$ cat src/rtl/kss_pkg.sv
`default_nettype none
package kss_pkg;

    // Internal word: signed Q.32 in 64 bits.
    localparam int unsigned IW = 64;

    localparam logic [63:0] PI_Q60    = 64'h3243F6A8885A308D;
    localparam logic [63:0] PI_I      = PI_Q60 >> 28;
    localparam logic [63:0] HALF_PI_I = PI_Q60 >> 29;
    localparam logic [63:0] TWO_PI_I  = PI_Q60 >> 27;
    localparam logic signed [63:0] CORDIC_GAIN = 64'sd652032874;
    localparam logic signed [63:0] LIM = 64'sh0004_0000_0000_0000;
    localparam logic [63:0] LIM2 = 64'h0008_0000_0000_0000;

    // Configuration register indexes.
    localparam logic [1:0] REG_TOL_X    = 2'd0;
    localparam logic [1:0] REG_TOL_F    = 2'd1;
    localparam logic [1:0] REG_MAX_ITER = 2'd2;

    // Datapath operations issued by the controller.
    typedef enum logic [3:0] {
        OP_NONE,
        OP_LOAD,
        OP_SIN_L,
        OP_SIN_R,
        OP_SIN_X,
        OP_DIV_STEP,
        OP_UPDATE,
        OP_DIV_RES
    } t_op;

    typedef struct packed {
        t_op op;
    } t_cmd;

    typedef struct packed {
        logic busy;
        logic early_width;
        logic fl_small;
        logic fr_small;
        logic df_zero;
        logic conv_stop;
    } t_stat;

    typedef enum logic [3:0] {
        ST_IDLE,
        ST_LOAD,
        ST_CHK_W,
        ST_SIN_L,
        ST_CHK_L,
        ST_SIN_R,
        ST_CHK_R,
        ST_ZCHK,
        ST_DIV,
        ST_SIN_X,
        ST_UPD,
        ST_RES,
        ST_TEST,
        ST_DONE
    } t_state;

    typedef enum logic [1:0] {
        FIN_MID,
        FIN_XL,
        FIN_XR,
        FIN_LOOP
    } t_fin;

    // Arctangent table, Q.32, rounded from a Q.62 series.
    function automatic logic signed [63:0] atan_q32(input int i);
        logic signed [63:0] sum;
        logic [63:0] term;
        int p;
        sum = 64'sd0;
        if (i == 0) begin
            atan_q32 = signed'((PI_Q60 + (64'd1 << 29)) >> 30);
        end else begin
            for (int k = 0; k < 32; k++) begin
                p = i * (2 * k + 1);
                if (p <= 62) begin
                    term = (64'd1 << (62 - p)) / 64'(2 * k + 1);
                    sum = (k % 2 == 1) ? sum - signed'(term) : sum + signed'(term);
                end
            end
            atan_q32 = (sum + 64'sd536870912) >>> 30;
        end
    endfunction

    function automatic logic [63:0] mag64(input logic signed [63:0] v);
        mag64 = v[63] ? 64'(-v) : 64'(v);
    endfunction

endpackage
`default_nettype wire

$ cat src/rtl/kss_ctrl.sv
`default_nettype none
// Solve sequencer: early-exit checks, then secant rounds until a stop condition.
module kss_ctrl (
    input  wire logic            i_clk,
    input  wire logic            i_rst_n,
    input  wire logic            i_valid,
    output logic                 o_stall,
    output logic                 o_valid,
    input  wire logic            i_stall,
    input  wire kss_pkg::t_stat  i_stat,
    output kss_pkg::t_cmd        o_cmd,
    output kss_pkg::t_fin        o_fin,
    output logic                 o_zero_stop
);
    import kss_pkg::*;

    t_state r_state, n_state;
    t_fin   r_fin, n_fin;
    logic   r_zero, n_zero;
    logic   r_issued, n_issued;

    always_ff @(posedge i_clk) begin
        if (!i_rst_n) begin
            r_state <= ST_IDLE;
            r_fin <= FIN_LOOP;
            r_zero <= 1'b0;
            r_issued <= 1'b0;
        end else begin
            r_state <= n_state;
            r_fin <= n_fin;
            r_zero <= n_zero;
            r_issued <= n_issued;
        end
    end

    // Long operations: issue once, then wait for the busy flag to drop.
    always_comb begin
        n_state = r_state;
        n_fin = r_fin;
        n_zero = r_zero;
        n_issued = 1'b0;
        o_cmd.op = OP_NONE;
        o_stall = 1'b1;
        o_valid = 1'b0;
        unique case (r_state)
            ST_IDLE: begin
                o_stall = 1'b0;
                if (i_valid) begin
                    o_cmd.op = OP_LOAD;
                    n_zero = 1'b0;
                    n_state = ST_CHK_W;
                end
            end
            ST_LOAD: n_state = ST_CHK_W;
            ST_CHK_W: begin
                if (i_stat.early_width) begin
                    n_fin = FIN_MID; n_state = ST_DONE;
                end else begin
                    n_state = ST_SIN_L;
                end
            end
            ST_SIN_L: begin
                if (!r_issued) begin
                    o_cmd.op = OP_SIN_L; n_issued = 1'b1;
                end else if (!i_stat.busy) begin
                    n_state = ST_CHK_L;
                end else begin
                    n_issued = 1'b1;
                end
            end
            ST_CHK_L: begin
                if (i_stat.fl_small) begin
                    n_fin = FIN_XL; n_state = ST_DONE;
                end else begin
                    n_state = ST_SIN_R;
                end
            end
            ST_SIN_R: begin
                if (!r_issued) begin
                    o_cmd.op = OP_SIN_R; n_issued = 1'b1;
                end else if (!i_stat.busy) begin
                    n_state = ST_CHK_R;
                end else begin
                    n_issued = 1'b1;
                end
            end
            ST_CHK_R: begin
                if (i_stat.fr_small) begin
                    n_fin = FIN_XR; n_state = ST_DONE;
                end else begin
                    n_fin = FIN_LOOP; n_state = ST_ZCHK;
                end
            end
            ST_ZCHK: begin
                if (i_stat.df_zero) begin
                    n_zero = 1'b1; n_state = ST_DONE;
                end else begin
                    n_state = ST_DIV;
                end
            end
            ST_DIV: begin
                if (!r_issued) begin
                    o_cmd.op = OP_DIV_STEP; n_issued = 1'b1;
                end else if (!i_stat.busy) begin
                    n_state = ST_SIN_X;
                end else begin
                    n_issued = 1'b1;
                end
            end
            ST_SIN_X: begin
                if (!r_issued) begin
                    o_cmd.op = OP_SIN_X; n_issued = 1'b1;
                end else if (!i_stat.busy) begin
                    n_state = ST_UPD;
                end else begin
                    n_issued = 1'b1;
                end
            end
            ST_UPD: begin
                o_cmd.op = OP_UPDATE;
                n_state = ST_RES;
            end
            ST_RES: begin
                if (!r_issued) begin
                    o_cmd.op = OP_DIV_RES; n_issued = 1'b1;
                end else if (!i_stat.busy) begin
                    n_state = ST_TEST;
                end else begin
                    n_issued = 1'b1;
                end
            end
            ST_TEST: n_state = i_stat.conv_stop ? ST_DONE : ST_ZCHK;
            ST_DONE: begin
                o_valid = 1'b1;
                if (!i_stall) n_state = ST_IDLE;
            end
            default: n_state = ST_IDLE;
        endcase
    end

    assign o_fin = r_fin;
    assign o_zero_stop = r_zero;
endmodule
`default_nettype wire

$ cat config.mk
export PLATFORM = sky130hd
export DESIGN_NAME = kss_ctrl
export DESIGN_NICKNAME = d
export VERILOG_FILES = /design/src/rtl/kss_pkg.sv /design/src/rtl/kss_ctrl.sv
export SDC_FILE = /design/constraint.sdc
export NUM_CORES = 1
export LEC_CHECK = 0
export ABC_AREA = 1
export BUFFER_PORTS_ARGS = -buffer_cell sky130_fd_sc_hd__buf_2
export CAP_MARGIN = 10
export CORE_MARGIN = 3
export CORE_UTILIZATION = 51
export CTS_CLUSTER_SIZE = 12
export DETAILED_ROUTE_END_ITERATION = 7
export HOLD_SLACK_MARGIN = 0.1
export PLACE_DENSITY = 0.77
export SKIP_CTS_REPAIR_TIMING = 1
export SLEW_MARGIN = 20
export SYNTH_ARGS = -nofsm -noshare
export SYNTH_HDL_FRONTEND = slang
export SYNTH_SLANG_ARGS = --single-unit
$ cat constraint.sdc
create_clock -name i_clk -period 1.75 [get_ports i_clk]
set_clock_uncertainty 0.2 [all_clocks]
set_input_delay 0.35 -clock i_clk [delete_from_list [all_inputs] [get_ports i_clk]]
set_output_delay 0.35 -clock i_clk [all_outputs]
set_load 0.02 [all_outputs]
### After elaboration in Yosys (flattened, before gate mapping)

Index checks and enable logic that the tools add are counted.

| operators by class | value |
|---|---|
| mux-type cells | 36 |
| eq/ne operators | 28 |
| reductions and logical operators | 8 |

Operator list:

| operator | number |
|---|---|
| $mux W4 | 16 |
| $pmux W4 S14 | 1 |
| $ne A2 B2 Y1 const B | 15 |
| $eq A4 B4 Y1 const B | 6 |
| $pmux W3 S7 | 1 |
| $eq A4 B3 Y1 const B | 4 |
| $mux W3 | 4 |
| $reduce_and A12 Y1 | 1 |
| $eq A4 B2 Y1 const B | 2 |
| $mux W1 | 8 |
| $mux W2 | 4 |
| $pmux W2 S3 | 1 |
| $reduce_and A3 Y1 | 2 |
| $reduce_or A5 Y1 | 1 |
| $eq A4 B1 Y1 const B | 1 |
| $logic_not A4 Y1 | 1 |
| $reduce_bool A3 Y1 | 1 |
| $pmux W1 S2 | 1 |
| $reduce_and A2 Y1 | 1 |
| $reduce_bool A2 Y1 | 1 |

| word-level totals | value |
|---|---|
| register bits | 8 |
| output and inout port bits | 9 |

### Depth between registers and ports, before layout

| logic depth | value |
|---|---|
| depth in word-level cells | 3 |
| depth in mapped cells | 10 |
| mapped depth without buffers | 10 |

### Worst setup path after synthesis

OpenSTA, ideal clock, no wires.

| timing path | value |
|---|---|
| kind | register to output |
| start point | reg r_state[3] |
| end point | out o_cmd[1] (netlist bit) |
| path buffers | 0 |
| required time | 1.200 ns |
| data arrival time | 1.123 ns |
| cell stages (with the launch flop) | 5 |
| slack | 0.077 ns |
| cells stage by stage | dfxtp_1 > inv_1 > nor2_2 > inv_1 > o221ai_1 |

RTL lines:

| element | RTL line | text |
|---|---|---|
| start, declared | kss_ctrl.sv:17 | `t_state r_state, n_state;` |
| start signal, assigned | kss_ctrl.sv:29 | `r_state <= n_state;` |
| end, declared | kss_ctrl.sv:11 | `output kss_pkg::t_cmd o_cmd,` |

==> impl_metrics.toml <==
[floorplanning]
initial_utilization_pct = 55.2
core_region_area_mm2 = 0.00133
ioPinCount = 19
rows = 13
die_area_mm2 = 0.00193
die_w_um = 44.0
fp.dieH_um = 44.0

[layout]
antenna_cells = 0
design_area_um2 = 980
nets = 164
fin_cells = 167
drive_gt1_share_pct = 44.1
area_growth_pct = 33.2

[clock_network]
cts_made_buffers = 3
clock_sinks = 8
cts_buffer_depth = 2
cts_max_level = 1
path_clk_slew_ns = 0.05
clock_latency_ns = 0.25
ctsRootBufferMaster = "clkbuf_4"
cts_tree = "done"

[critical_path]
cp-start-kind = "flip-flop"
path_buf_inv = 2
max_stage_delay_ns = 0.39
critPathSlowestCell = "dfxtp_4"
critPathMaxFanout = 5
setup.worst_path.class = "flip-flop to output pin"
cp-end-kind = "output pin"
cp.arrival_ns = 1.30
crit_required_ns = 1.20
path_cells = "inv_4 -> nor2_4 -> nand2_1 -> o221ai_2 -> buf_4"
crit_family = "flip-flops"

[detailed_routing]
drt_pre_antenna_iters = 4
routed_wl_um = 2120
drc = 0
drtIter0Drc = 35
vias_per_cell = 5.36
routed-wl-met2_um = 1060
met3_length_um = 112
top_layer = "met4"
met1_length_um = 918
route.vias.total = 895
ant_nets = 0
wl_per_cell_um = 12.7

[power]
vdd_drop_max_mv = 1.04
p_leak_nw = 0.517
power.density_mw_per_mm2 = 1760

[sta]
setup_viol = 2
holdWs_ns = 0.170
maxSlewViolCount = 0
hold_viol = 0
rsz0062_at_grt = "yes"
fin_ws_ns = -0.104
fmax_mhz = 539
period_share_pct = 106
period_needed_ns = 1.85

[grt]
grt_max_degree = 9
grt_pass1_wl_um = 3130
grt-ovfl-total = 0
grt_pass1_vias = 747
track_usage_pct = 22.0
antenna_found_initial = 0

[job]
drv_cap = 0

[synth]
synth_top_family_by_area = "simple AND/OR/NAND/NOR gates"
syn_nets = 137
synth_ff_type = "dfxtp_1"
syn-cell-area_um2 = 736
synth_area_per_cell_um2 = 5.79
ys_seq_area_share_pct = 21.8
synth-adder-area-share_pct = 0
synth-compound-area-share_pct = 8.84
muxShareOfSynthArea_pct = 0
ys_ff_latch = 8
async_reset_ff_share_pct = 0
syn_inst = 127
ys_warn_count = 0
synth-xor-area-share_pct = 0
ys_types = 21
synth-simple-area-share_pct = 59.2
synth_edf_count = 0

[placement]
dp.cells = 163
hpwlAfterDp_um = 1610
globalplace.congestion = 0.885
dpl_cell_area_um2 = 873
post-place-ws_ns = -0.0446
io_buffers = 17

[run_status]
status = "complete, but fails checks"
failed_checks = "setup timing"

[min_path]
worstHoldPathType = "input port to flip-flop"
-- power by group --
part | leakage (nW) | total (mW) | switching [mW] | internal, mW
logic | 0.435 | 1.22 | 0.753 | 0.472
registers | 0.0685 | 0.363 | 0.0953 | 0.267
clock network | 0.0138 | 0.133 | 0.0549 | 0.0779
total | 0.517 | 1.72 | 0.903 | 0.817
-- kinds of logic after synthesis --
group           Yosys count
buf+inv                  18
simple gates             92
compound gates            8
other cells               1
flops                     8
-- layout make-up --
type	instances	area, µm²
flip-flops and latches	8	175
clock buffers	3	22.5
well taps	15	18.8
inverters	16	62.6
fillers	121	354
repair buffers	24	149
multi-input cells	101	552
-- flip-flops by register name, indices dropped and copies added, names as in the netlist --
| register | flops |
|---|---|
| o_fin | 2 |
| r_issued | 1 |
| r_state | 4 |
| o_zero_stop | 1 |
-- cells in the final DEF, fill, tap and decap left out, drive strengths merged --
cell     Yosys  routed
a21oi        3       3
nand3       19      19
buf          1      24
nor2        32      32
a21boi       1       1
nand2       37      37
inv         15      15
clkbuf       1       3
dfxtp        8       8
o211ai       1       1
o2111ai      2       2
clkinv       1       1
o221ai       1       1
nand3b       3       3
or2          1       1
conb         1       1
-- stage by stage --
stage / power [mW] / TNS, ns / utilization (%)
floorplan: 1.08 / 0 / -
finish: 1.72 / -0.207 / 73.5
detailed placement: 1.40 / -0.0515 / 65.5
global placement: 1.38 / -0.0577 / 65.5
global route: 1.87 / -0.447 / 73.5
CTS: 1.54 / -0.840 / 67.2
-- routing by layer --
layer / vias up / track usage [%]
met1: 405 / 31.5
met2: 29 / 33.4
met4: 0 / 8.43
li1: 456 / -
met5: - / 0
met3: 5 / 2.49
-- path summary, 6_finish.rpt --
path / startpoint / end / slack (ns) / cells after the start
worst max-delay path: r_state[3]$_SDFFE_PN0P_ / o_cmd[1] / -0.10 / 5
worst min-delay path: i_rst_n / o_fin[1]$_SDFFE_PN1P_ / 0.17 / 2
worst max register to register: r_state[0]$_SDFFE_PN0P_ / r_state[1]$_SDFFE_PN0P_ / 0.17 / 10
worst min register to register: o_fin[1]$_SDFFE_PN1P_ / o_fin[1]$_SDFFE_PN1P_ / 0.26 / 2
-- cells in the mapped netlist (all sizes together) (2+ instances only) --
cell type,count,area share (%)
nand2,37,21
nand3b,3,3.1
o2111ai,2,2.4
nand3,19,14
inv,15,7.7
a21oi,3,2.6
nor2,32,20
dfxtp,8,22
Power figures use the tool's default switching activity.
